$ cat config.mk
export PLATFORM = sky130hd
export DESIGN_NAME = group_reverse_stream
export DESIGN_NICKNAME = d
export VERILOG_FILES = /design/src/rtl/gr_pkg.sv /design/src/rtl/gr_front.sv /design/src/rtl/gr_cmd_fifo.sv /design/src/rtl/gr_back.sv /design/src/rtl/group_reverse_stream.sv
export SDC_FILE = /design/constraint.sdc
export NUM_CORES = 1
export LEC_CHECK = 0
export BUFFER_PORTS_ARGS = -buffer_cell sky130_fd_sc_hd__buf_2
export CORE_ASPECT_RATIO = 1.2
export CORE_MARGIN = 2
export CORE_UTILIZATION = 35
export DETAILED_ROUTE_END_ITERATION = 6
export PLACE_DENSITY = 0.53
export SETUP_SLACK_MARGIN = 0.2
export SYNTH_ARGS = -nofsm -noshare
export SYNTH_HDL_FRONTEND = slang
export SYNTH_HIERARCHICAL = 1
export SYNTH_SLANG_ARGS = --single-unit
$ cat constraint.sdc
create_clock -name clock -period 6.55 [get_ports clock]
set_input_delay 1.31 -clock clock [delete_from_list [all_inputs] [get_ports clock]]
set_output_delay 1.31 -clock clock [all_outputs]
set_load 0.02 [all_outputs]
$ cat src/rtl/gr_pkg.sv
package gr_pkg;

   // Widest group count the design supports (MAX_GROUP up to 127).
   localparam int CNT_W = 7;

   // Width of the group size register.
   localparam int SIZE_W = 5;

   localparam int DATA_W = 32;

   // One finished group, handed from the front end to the back end.
   typedef struct packed {
      logic             bank;
      logic [CNT_W-1:0] count;
      logic             reversed;
      logic             last_of_list;
   } grp_cmd_type;

endpackage

$ cat src/rtl/gr_front.sv
module gr_front import gr_pkg::*; #(
   parameter int MAX_GROUP = 16
) (
   input  logic                 clock,
   input  logic                 reset,
   input  logic [SIZE_W-1:0]    group_size,
   input  logic                 req_tvalid,
   output logic                 req_tready,
   input  logic [DATA_W-1:0]    req_tdata,
   input  logic                 req_tlast,
   input  logic                 cmd_full,
   output logic                 cmd_push,
   output grp_cmd_type          cmd_data,
   output logic                 wr_en,
   output logic [$clog2(MAX_GROUP):0] wr_addr,
   output logic [DATA_W-1:0]    wr_data
);

   localparam int AW = $clog2(MAX_GROUP);
   localparam int CW = $clog2(MAX_GROUP + 1);
   localparam int KW = (CW > SIZE_W) ? CW : SIZE_W;
   localparam logic [KW-1:0] MAX_K = KW'(MAX_GROUP);

   logic [CW-1:0] fill_ff, fill_in;
   logic          bank_ff, bank_in;
   logic [CW-1:0] fill_next;
   logic [KW-1:0] size_ext, k_eff;
   logic          accept, complete, flush;

   assign req_tready = !cmd_full;
   assign accept     = req_tvalid && req_tready;
   assign fill_next  = fill_ff + CW'(1);

   always_comb begin
      size_ext = KW'(group_size);
      if (size_ext == '0) begin
         k_eff = KW'(1);
      end else if (size_ext > MAX_K) begin
         k_eff = MAX_K;
      end else begin
         k_eff = size_ext;
      end
   end

   assign complete = KW'(fill_next) >= k_eff;
   assign flush    = complete || req_tlast;

   // fill_ff never reaches MAX_GROUP before a write, so the low bits index the bank
   assign wr_en   = accept;
   assign wr_addr = {bank_ff, fill_ff[AW-1:0]};
   assign wr_data = req_tdata;

   assign cmd_push              = accept && flush;
   assign cmd_data.bank         = bank_ff;
   assign cmd_data.count        = CNT_W'(fill_next);
   assign cmd_data.reversed     = complete;
   assign cmd_data.last_of_list = req_tlast;

   always_comb begin
      fill_in = fill_ff;
      bank_in = bank_ff;
      if (accept) begin
         if (flush) begin
            fill_in = '0;
            bank_in = !bank_ff;
         end else begin
            fill_in = fill_next;
         end
      end
   end

   always_ff @(posedge clock) begin
      if (reset) begin
         fill_ff <= '0;
         bank_ff <= 1'b0;
      end else begin
         fill_ff <= fill_in;
         bank_ff <= bank_in;
      end
   end

endmodule

$ cat src/rtl/gr_cmd_fifo.sv
module gr_cmd_fifo import gr_pkg::*; (
   input  logic        clock,
   input  logic        reset,
   input  logic        push,
   input  grp_cmd_type push_data,
   output logic        full,
   input  logic        pop,
   output logic        not_empty,
   output grp_cmd_type head
);

   grp_cmd_type slot_ff [2];
   logic        wr_ptr_ff, wr_ptr_in;
   logic        rd_ptr_ff, rd_ptr_in;
   logic [1:0]  count_ff, count_in;

   assign full      = count_ff == 2'd2;
   assign not_empty = count_ff != 2'd0;
   assign head      = slot_ff[rd_ptr_ff];

   always_comb begin
      wr_ptr_in = wr_ptr_ff;
      rd_ptr_in = rd_ptr_ff;
      count_in  = count_ff;
      if (push) begin
         wr_ptr_in = !wr_ptr_ff;
      end
      if (pop) begin
         rd_ptr_in = !rd_ptr_ff;
      end
      case ({push, pop})
         2'b10:   count_in = count_ff + 2'd1;
         2'b01:   count_in = count_ff - 2'd1;
         default: count_in = count_ff;
      endcase
   end

   always_ff @(posedge clock) begin
      if (reset) begin
         wr_ptr_ff <= 1'b0;
         rd_ptr_ff <= 1'b0;
         count_ff  <= 2'd0;
      end else begin
         wr_ptr_ff <= wr_ptr_in;
         rd_ptr_ff <= rd_ptr_in;
         count_ff  <= count_in;
      end
   end

   always_ff @(posedge clock) begin
      if (push) begin
         slot_ff[wr_ptr_ff] <= push_data;
      end
   end

endmodule

$ cat src/rtl/gr_back.sv
module gr_back import gr_pkg::*; #(
   parameter int MAX_GROUP = 16
) (
   input  logic                 clock,
   input  logic                 reset,
   input  logic                 wr_en,
   input  logic [$clog2(MAX_GROUP):0] wr_addr,
   input  logic [DATA_W-1:0]    wr_data,
   input  logic                 cmd_valid,
   input  grp_cmd_type          cmd_data,
   output logic                 cmd_pop,
   output logic                 rsp_tvalid,
   input  logic                 rsp_tready,
   output logic [DATA_W-1:0]    rsp_tdata,
   output logic                 rsp_tuser,
   output logic                 rsp_tlast
);

   localparam int AW    = $clog2(MAX_GROUP);
   localparam int CW    = $clog2(MAX_GROUP + 1);
   localparam int DEPTH = 2 ** (AW + 1);

   // two banks: front end fills one while this side drains the other
   logic [DATA_W-1:0] mem [DEPTH];

   logic [CW-1:0]     idx_ff, idx_in;
   logic              valid_ff, valid_in;
   logic              run_ff, run_in;
   logic              list_ff, list_in;
   logic [DATA_W-1:0] rd_data_ff;

   logic [CW-1:0]     count, src;
   logic [AW:0]       rd_addr;
   logic              room, advance, final_word;

   assign count      = cmd_data.count[CW-1:0];
   assign src        = cmd_data.reversed ? (count - CW'(1) - idx_ff) : idx_ff;
   assign rd_addr    = {cmd_data.bank, src[AW-1:0]};
   assign final_word = (idx_ff + CW'(1)) == count;

   assign room    = !valid_ff || rsp_tready;
   assign advance = cmd_valid && room;
   assign cmd_pop = advance && final_word;

   always_comb begin
      idx_in   = idx_ff;
      valid_in = valid_ff;
      run_in   = run_ff;
      list_in  = list_ff;
      if (room) begin
         valid_in = cmd_valid;
      end
      if (advance) begin
         run_in  = final_word;
         list_in = final_word && cmd_data.last_of_list;
         idx_in  = final_word ? '0 : idx_ff + CW'(1);
      end
   end

   always_ff @(posedge clock) begin
      if (reset) begin
         idx_ff   <= '0;
         valid_ff <= 1'b0;
         run_ff   <= 1'b0;
         list_ff  <= 1'b0;
      end else begin
         idx_ff   <= idx_in;
         valid_ff <= valid_in;
         run_ff   <= run_in;
         list_ff  <= list_in;
      end
   end

   always_ff @(posedge clock) begin
      if (wr_en) begin
         mem[wr_addr] <= wr_data;
      end
      if (advance) begin
         rd_data_ff <= mem[rd_addr];
      end
   end

   assign rsp_tvalid = valid_ff;
   assign rsp_tdata  = rd_data_ff;
   assign rsp_tuser  = run_ff;
   assign rsp_tlast  = list_ff;

endmodule

$ cat src/rtl/group_reverse_stream.sv
// Reverses a stream of signed 32-bit words in groups of csr_wr_data words
// (1..MAX_GROUP; 0 acts as 1, larger values saturate). A full group is sent
// newest first; a short group closed by req_tlast is sent in arrival order.
// rsp_tuser flags the last word of each group and rsp_tlast the last word of
// the list. Words are buffered in a two-bank memory: the front end fills one
// bank while the back end drains the other through a two-entry group queue,
// so one word per cycle is sustained in both directions while the output is
// ready. With the back end idle, the group closed by an accepted input word
// is registered in the group queue, then its first word is read into the
// output register; the rest follow one per cycle. Input stalls only when
// both banks hold groups not yet drained, e.g. when the output side stalls.
// Write the group size only while the block is idle.
module group_reverse_stream import gr_pkg::*; #(
   parameter int MAX_GROUP = 16
) (
   input  logic              clock,
   input  logic              reset,
   input  logic              csr_wr_en,
   input  logic [SIZE_W-1:0] csr_wr_data,   // group_size
   input  logic              req_tvalid,
   output logic              req_tready,
   input  logic [DATA_W-1:0] req_tdata,     // element
   input  logic              req_tlast,     // end_of_list
   output logic              rsp_tvalid,
   input  logic              rsp_tready,
   output logic [DATA_W-1:0] rsp_tdata,     // out_element
   output logic              rsp_tuser,     // last_of_run
   output logic              rsp_tlast      // last_of_list
);

   localparam int AW = $clog2(MAX_GROUP);
   localparam logic [SIZE_W-1:0] SIZE_RESET = SIZE_W'(2);

   logic [SIZE_W-1:0] group_size_ff, group_size_in;

   logic              cmd_full, cmd_push, cmd_pop, cmd_valid;
   grp_cmd_type       push_data, head;
   logic              wr_en;
   logic [AW:0]       wr_addr;
   logic [DATA_W-1:0] wr_data;

   assign group_size_in = csr_wr_en ? csr_wr_data : group_size_ff;

   always_ff @(posedge clock) begin
      if (reset) begin
         group_size_ff <= SIZE_RESET;
      end else begin
         group_size_ff <= group_size_in;
      end
   end

   gr_front #(.MAX_GROUP(MAX_GROUP)) u_front (
      .clock      (clock),
      .reset      (reset),
      .group_size (group_size_ff),
      .req_tvalid (req_tvalid),
      .req_tready (req_tready),
      .req_tdata  (req_tdata),
      .req_tlast  (req_tlast),
      .cmd_full   (cmd_full),
      .cmd_push   (cmd_push),
      .cmd_data   (push_data),
      .wr_en      (wr_en),
      .wr_addr    (wr_addr),
      .wr_data    (wr_data)
   );

   gr_cmd_fifo u_queue (
      .clock     (clock),
      .reset     (reset),
      .push      (cmd_push),
      .push_data (push_data),
      .full      (cmd_full),
      .pop       (cmd_pop),
      .not_empty (cmd_valid),
      .head      (head)
   );

   gr_back #(.MAX_GROUP(MAX_GROUP)) u_back (
      .clock      (clock),
      .reset      (reset),
      .wr_en      (wr_en),
      .wr_addr    (wr_addr),
      .wr_data    (wr_data),
      .cmd_valid  (cmd_valid),
      .cmd_data   (head),
      .cmd_pop    (cmd_pop),
      .rsp_tvalid (rsp_tvalid),
      .rsp_tready (rsp_tready),
      .rsp_tdata  (rsp_tdata),
      .rsp_tuser  (rsp_tuser),
      .rsp_tlast  (rsp_tlast)
   );

endmodule

Word-level counts from Yosys, hierarchy flattened
Memory sizes are Yosys's and may differ from the RTL's. A register that Yosys moved wholly into a read port is not among the register bits.
Cells that the tools add are included.
{"block": "totals", "reg_bits": 23, "ramBits": 1040, "in_bits": 43, "wordCells": 52, "mem_count": 2}
{"block": "op_classes", "add_sub_neg": 6, "order_cmp": 2, "n_eq_ne": 4, "n_mux": 12, "n_reduce_logical": 16}
{"name": "u_back.mem", "words": 32, "width": 32, "read_ports": 1, "rd_clocked_by_memory_dff": 1, "wr": 1, "line": "gr_back.sv:24", "source": "logic [DATA_W-1:0] mem [DEPTH];"}
{"name": "u_queue.slot_ff", "words": 2, "width": 8, "read_ports": 1, "rd_clocked_by_memory_dff": 1, "wr": 1, "line": "gr_cmd_fifo.sv:12", "source": "grp_cmd_type slot_ff [2];"}
{"operator": "2-to-1 mux 5 bit", "count": 4}
{"operator": "adder 5 x 1 -> 5 bit, second input constant", "count": 2}
{"operator": "2-to-1 mux 1 bit", "count": 6}
{"operator": "== test 5 bit", "count": 1}
{"operator": "greater-or-equal comparator 5 bit", "count": 1}
{"operator": "> comparator 5 bit, second input constant", "count": 1}
{"operator": "logical AND 1 bit", "count": 5}
{"operator": "zero test 1 bit", "count": 5}
{"operator": "zero test 5 bit", "count": 1}
{"operator": "== test 2 bit, second input constant", "count": 2}
{"operator": "2-to-1 mux 4 bit", "count": 1}
{"operator": "case mux 2 bit (2 select lines)", "count": 1}
{"operator": "nonzero test 2 bit", "count": 2}
{"operator": "subtractor 4 x 1 -> 4 bit, second input constant", "count": 1}
{"operator": "subtractor 4 bit", "count": 1}
{"operator": "adder 2 x 1 -> 2 bit, second input constant", "count": 1}
{"operator": "== test 2 x 1 -> 1 bit, second input constant", "count": 1}
{"operator": "logical OR 1 bit", "count": 2}
{"operator": "AND reduction 2 bit", "count": 1}
{"operator": "subtractor 2 x 1 -> 2 bit, second input constant", "count": 1}

Logic depth before layout (Yosys ltp)
Gate-level depths: netlist of the first run.
{"block": "logic_depth", "ltp_word": 8, "depth_mapped": 15}

Modules after synthesis
Netlist of the first run, hierarchy kept.
{"mod": "gr_back", "n_inst": 1, "cells_each": 3388, "area_each_um2": 46072.9}
{"mod": "gr_cmd_fifo", "n_inst": 1, "cells_each": 53, "area_each_um2": 925.9}
{"mod": "gr_front", "n_inst": 1, "cells_each": 99, "area_each_um2": 799.5}
{"mod": "group_reverse_stream", "n_inst": 1, "cells_each": 16, "area_each_um2": 183.9}

Worst setup path after synthesis of the first run
No wires, ideal clock.
{"block": "synth_timing", "path_type": "input to register", "from": "in req_tvalid", "to": "mem u_back.mem[12][0] (enable)", "arrival_ns": 3.601, "t_required_ns": 6.129, "setup_slack_ns": 2.527, "stages": 5, "path_cell_list": "nor2b_1 buf_6 or3b_2 clkbuf_1 nor2_1"}
{"block": "synth_via", "elab_chain_cells": 3}
{"item": "start: declaration", "line": "group_reverse_stream.sv:20", "source": "input logic req_tvalid,"}
{"item": "logical AND 1 bit", "line": "gr_front.sv:31", "source": "assign accept = req_tvalid && req_tready;"}
{"item": "net wr_en", "line": "group_reverse_stream.sv:38", "source": "logic wr_en;"}
{"item": "2-to-1 mux 1 bit", "line": "gr_back.sv:75", "source": "if (wr_en) begin"}
{"item": "2-to-1 mux 1 bit (not written as such)", "line": "gr_back.sv:76", "source": "mem[wr_addr] <= wr_data;"}
{"item": "end: declaration", "line": "gr_back.sv:24"}
The timed path passes the listed nets, and every way through them passes these cells.

==> results of run 1 <==
metrics by stage:
stage               util (%)  worst slack (ns)
global placement        36.7              1.88
finish                  39.1              1.79
detailed placement      36.7              1.83
global route            39.1              1.46
floorplan                  -              2.53
CTS                     39.1              1.83
worst max-delay path, cell delays in order (launching register included):
cell and delay [ns]:
dfxtp_1 0.56, mux2_8 0.76, clkinv_2 0.88, a2111oi_0 0.58
nand4b_1 0.17, buf_4 0.22, and2_2 0.22, buf_4 0.55
nand2_1 0.15, o32a_1 0.32
registers in the layout (all words and copies together), names as in the netlist, named ones only:
register / flops
u_back/mem: 1024
u_back/rsp_tdata: 32
u_queue/slot_ff: 16
group_size_ff: 5
u_back/idx_ff: 5
u_front/fill_ff: 5
u_queue/count_ff: 2
u_back/rsp_tlast: 1
u_back/rsp_tuser: 1
u_back/rsp_tvalid: 1
u_front/bank_ff: 1
u_queue/rd_ptr_ff: 1
u_queue/wr_ptr_ff: 1
metal layers:
layer	GRT usage, %	vias up	part of all wire [%]
li1	-	13900	-
met1	27.1	16600	42
met2	35.4	1074	50
met3	2.73	236	5.6
met4	6.40	8	2.6
met5	0	-	0.034
cells in the final DEF, fill, tap and decap left out, types with 25 or more instances in the layout:
cell / count
inv_1: 54
a31oi_1: 102
a211oi_1: 184
o21ai_0: 144
a21o_1: 26
nor3_1: 57
nand2_1: 304
nor2_4: 32
a311oi_1: 53
nor2_1: 139
clkbuf_1: 27
and3_1: 112
buf_4: 75
o22ai_1: 42
buf_2: 78
edfxtp_1: 1072
nor4_1: 45
clkbuf_16: 106
a21oi_1: 88
o211ai_1: 254
a211o_1: 25
o31ai_1: 115
o21a_1: 31
cell type report:
class / instances / share of cell area (%)
flip-flops and latches: 1096 / 61.7
multi-input cells: 2025 / 25.5
clock buffers: 133 / 5.20
well taps: 1800 / 4.25
repair buffers: 160 / 2.06
clock inverters: 54 / 0.881
inverters: 61 / 0.446
diodes: 2 / 0.00944
report_power, final:
| group | internal (uW) | switching [uW] | leakage (uW) |
|---|---|---|---|
| Clock | 3240 | 2630 | 0.00158 |
| Sequential | 8050 | 201 | 0.00987 |
| Combinational | 2790 | 6280 | 0.00520 |
worst min-delay path by stage:
| stage | startpoint | endpoint | slack [ns] | depth (start not counted) |
|---|---|---|---|---|
| finish | u_queue/count_ff[1]$_SDFFE_PP0P_ | u_queue/count_ff[1]$_SDFFE_PP0P_ | 0.49 | 2 |
| global placement | u_queue/count_ff[1]$_SDFFE_PP0P_ | u_queue/count_ff[1]$_SDFFE_PP0P_ | 0.48 | 2 |
| global route | u_queue/count_ff[1]$_SDFFE_PP0P_ | u_queue/count_ff[1]$_SDFFE_PP0P_ | 0.53 | 2 |
| CTS | u_queue/count_ff[1]$_SDFFE_PP0P_ | u_queue/count_ff[1]$_SDFFE_PP0P_ | 0.50 | 2 |
| floorplan | u_queue/count_ff[1]$_SDFFE_PP0P_ | u_queue/count_ff[1]$_SDFFE_PP0P_ | 0.46 | 2 |
| detailed placement | u_queue/count_ff[1]$_SDFFE_PP0P_ | u_queue/count_ff[1]$_SDFFE_PP0P_ | 0.49 | 2 |
==> impl_metrics.yaml, run 1 <==
run_status:
  status: "finished clean"
critical_path:
  arrival_ns: 5.22
  start_kind: "flop"
  cp_max_fo: 117
  crit_required_ns: 7.01
  path_class: "flop to flop"
  cp-end-kind: "flop"
  reg2reg_slack_ns: 1.79
  reg2reg_depth: 9
  reg2reg_to: "u_back/rsp_tdata[25]$_DFFE_PP_"
  endpoint: "u_back/rsp_tdata[25]$_DFFE_PP_"
grt:
  grt_start_max_net_pins: 171
  grt_pass1_vias: 31100
  antenna_found_initial: 12
  grtUsageTotal_pct: 20.7
  overflow: 0
  grt_pass1_wl_mm: 216
place:
  gp_congestion: 0.777
  postPlaceCellArea_um2: 49800
  placed_cells: 5142
  port_buffers: 78
  place_hpwl_mm: 81.3
power:
  design_power_total_uw: 23200
  ir_drop_uv: 559
  powerDensity_nw_per_um2: 438
  leakage_uw: 0.0166
detailed_routing:
  drt-total-wl_mm: 147
  vias: 31800
  firstDrtPassIters: 6
  drt_iter0_drc: 2800
  viasPerCell: 5.96
  drc: 0
  ant_nets: 0
  wl_per_cell_um: 27.5
floorplanning:
  num_rows: 148
  die_height_um: 409
  pin_count: 79
  dieArea_um2: 140000
  fp.coreArea_um2: 136000
  start_util_pct: 35.3
  die_w_um: 341
layout:
  seqCellArea_um2: 32700
  syn2layout_area_growth_pct: 10.8
  fillCellCount: 12700
  multiInputGateArea_um2: 13500
  final_layout_size_suffix_gt1_share_pct: 11.4
  final_cells: 5331
  final_cell_area_um2: 53000
  fin_nets: 3504
worst_hold_path:
  hold_path.class: "flop to flop"
yosys:
  avgSynthCellArea_um2: 13.5
  synth_warnings: 6
  syn_inst: 3547
  synth_area_um2: 47800
  synth_nets: 3602
cts:
  cts_root_buf: "clkbuf_16"
  clock_sinks: 1096
  post_cts_buffers: 0
  cts.repair.resized: 0
  cts_buffers: 105
  clk_latency_ns: 0.72
  hold_buffers: 0
  clockBufferDepth: 3
  cts_tree: "built"
  cts_max_level: 3
  path_clk_slew_ns: 0.06
job:
  drv_cap: 0
timing:
  tns_ns: 0
  hold_ws_ns: 0.493
  tightest_slew_ns: 1.36
  finalSetupViolCount: 0
  rsz0062_at_grt: "false"
  hold_viol: 0
  period_share_pct: 72.7
  fmax_mhz: 210
  relSlewSlack_pct: 8.82
  period_minus_slack_ns: 4.76
  drv_slew: 0
  worst_clock_skew_ns: 0.0177
(Power assumes the default switching activity.)
==> run 2, diff against run 1 <==
Settings changed: ABC_AREA from default to 1.
Clock period 6.55 ns to 4.6 ns, I/O delays scaled along.
==> impl_metrics.yaml, run 2 <==
timing:
  period_share_pct: 80.4
  hold_viol: 0
  tns_ns: 0
  tightest_slew_ns: 1.14
  rsz0062_at_grt: "false"
  fmax_mhz: 270
  period_minus_slack_ns: 3.70
  worst_clock_skew_ns: 0.0218
  relSlewSlack_pct: 24.0
  drv_slew: 0
  finalSetupViolCount: 0
floorplanning:
  start_util_pct: 35.3
  die_w_um: 338
  die_height_um: 404
  dieArea_um2: 136000
  fp.coreArea_um2: 132000
  pin_count: 79
  num_rows: 146
power:
  ir_drop_uv: 400
  powerDensity_nw_per_um2: 523
  leakage_uw: 0.0199
cts:
  clk_latency_ns: 0.71
  cts_max_level: 3
  path_clk_slew_ns: 0.06
  clock_sinks: 1096
  post_cts_buffers: 0
  cts_root_buf: "clkbuf_16"
  cts.repair.resized: 0
  hold_buffers: 0
  clockBufferDepth: 3
  cts_buffers: 115
  cts_tree: "built"
job:
  drv_cap: 0
grt:
  overflow: 0
  antenna_found_initial: 11
  grt_pass1_wl_mm: 209
  grtUsageTotal_pct: 21.0
  grtUsageMet1_pct: 28.0
  grt_start_max_net_pins: 120
  met2_usage_pct: 35.2
  grt_use_met3_pct: 2.91
  grt_pass1_vias: 30100
  grt-busiest-layer: "met2"
place:
  port_buffers: 78
  placed_cells: 5819
  place_hpwl_mm: 71.7
  gp_congestion: 0.770
layout:
  fin_util_pct: 40.0
  final_cells: 6026
  largest_reg_flops: 1024
  seqCellArea_um2: 32700
  syn2layout_area_growth_pct: 13.2
  final_layout_size_suffix_gt1_share_pct: 9.49
  layout_commonest_cell: "nand3_1"
  fin_nets: 4215
  top_register: "u_back/mem"
  multiInputGateArea_um2: 11000
  fillCellCount: 12600
  final_cell_mix: "nand3_1 (1241), edfxtp_1 (1072), nand2_1 (826), inv_1 (497), clkbuf_16 (116)"
detailed_routing:
  drt-total-wl_mm: 144
  vias: 31500
  drc: 0
  drt_iter0_drc: 2914
  firstDrtPassIters: 6
  viasPerCell: 5.23
  wl_per_cell_um: 23.9
  ant_nets: 0
run_status:
  status: "finished clean"
critical_path:
  path_class: "flop to flop"
  start_kind: "flop"
  reg2reg_slack_ns: 0.90
  cp_max_fo: 90
  crit_required_ns: 5.17
  arrival_ns: 4.27
  cp-end-kind: "flop"
yosys:
  synth_nets: 4216
  syn_inst: 4161
  synth_warnings: 6
  avgSynthCellArea_um2: 11.2
  synth_area_um2: 46700
worst_hold_path:
  hold_path.class: "primary input to flop"
[run 2: path summary, 6_finish.rpt]
kind	from	endpoint	cells past startpoint
min reg2reg	u_back/rsp_tuser$_SDFFE_PP0P_	u_back/rsp_tuser$_SDFFE_PP0P_	2
max	flop	u_back/rsp_tdata[7]$_DFFE_PP_	11
min	req_tlast	u_queue/slot_ff[0][0]$_DFFE_PP_	1
max reg2reg	flop	u_back/rsp_tdata[7]$_DFFE_PP_	11
[run 2: cell type report]
type / instances / area share, %
Tap cell: 1776 / 4.20
Clock buffer: 148 / 5.77
Multi-Input combinational cell: 2266 / 20.7
Clock inverter: 57 / 0.832
Sequential cell: 1096 / 61.8
Inverter: 502 / 3.58
Timing Repair Buffer: 179 / 3.12
Antenna cell: 2 / 0.00946
[run 2: where the power goes]
| part | switching, uW | internal (uW) |
|---|---|---|
| Combinational | 5260 | 2130 |
| Clock | 3860 | 4930 |
| Sequential | 167 | 11300 |
| Total | 9290 | 18400 |
[run 2: metal layers]
metal  up-vias  routed length [um]
met3       228               10000
met5         -                  29
met1     15800               59300
met4         6                4050
li1      14300                   -
met2      1254               70400
[run 2: worst max-delay path, cell delays in order, from the launching register on]
cell and delay (ns):
dfxtp_1 0.61, mux2_4 0.34, ha_1 0.39, nand2_8 0.36
nand2_8 0.56, buf_12 0.42, nand2_1 0.09, nand3_1 0.08
nand3_1 0.11, nand3_1 0.16, nand3_1 0.18, nand2_1 0.13
[run 2: per-stage QoR]
stage               hold slack (ns)  area, um^2  setup WS [ns]  total power [uW]
floorplan                     0.450       46700          0.739             16500
global placement              0.465       49400          0.940             19100
detailed placement            0.467       49400          0.934             19100
CTS                           0.367       52900          0.904             27900
global route                  0.403       52900          0.695             28900
finish                        0.421       52900          0.901             27700
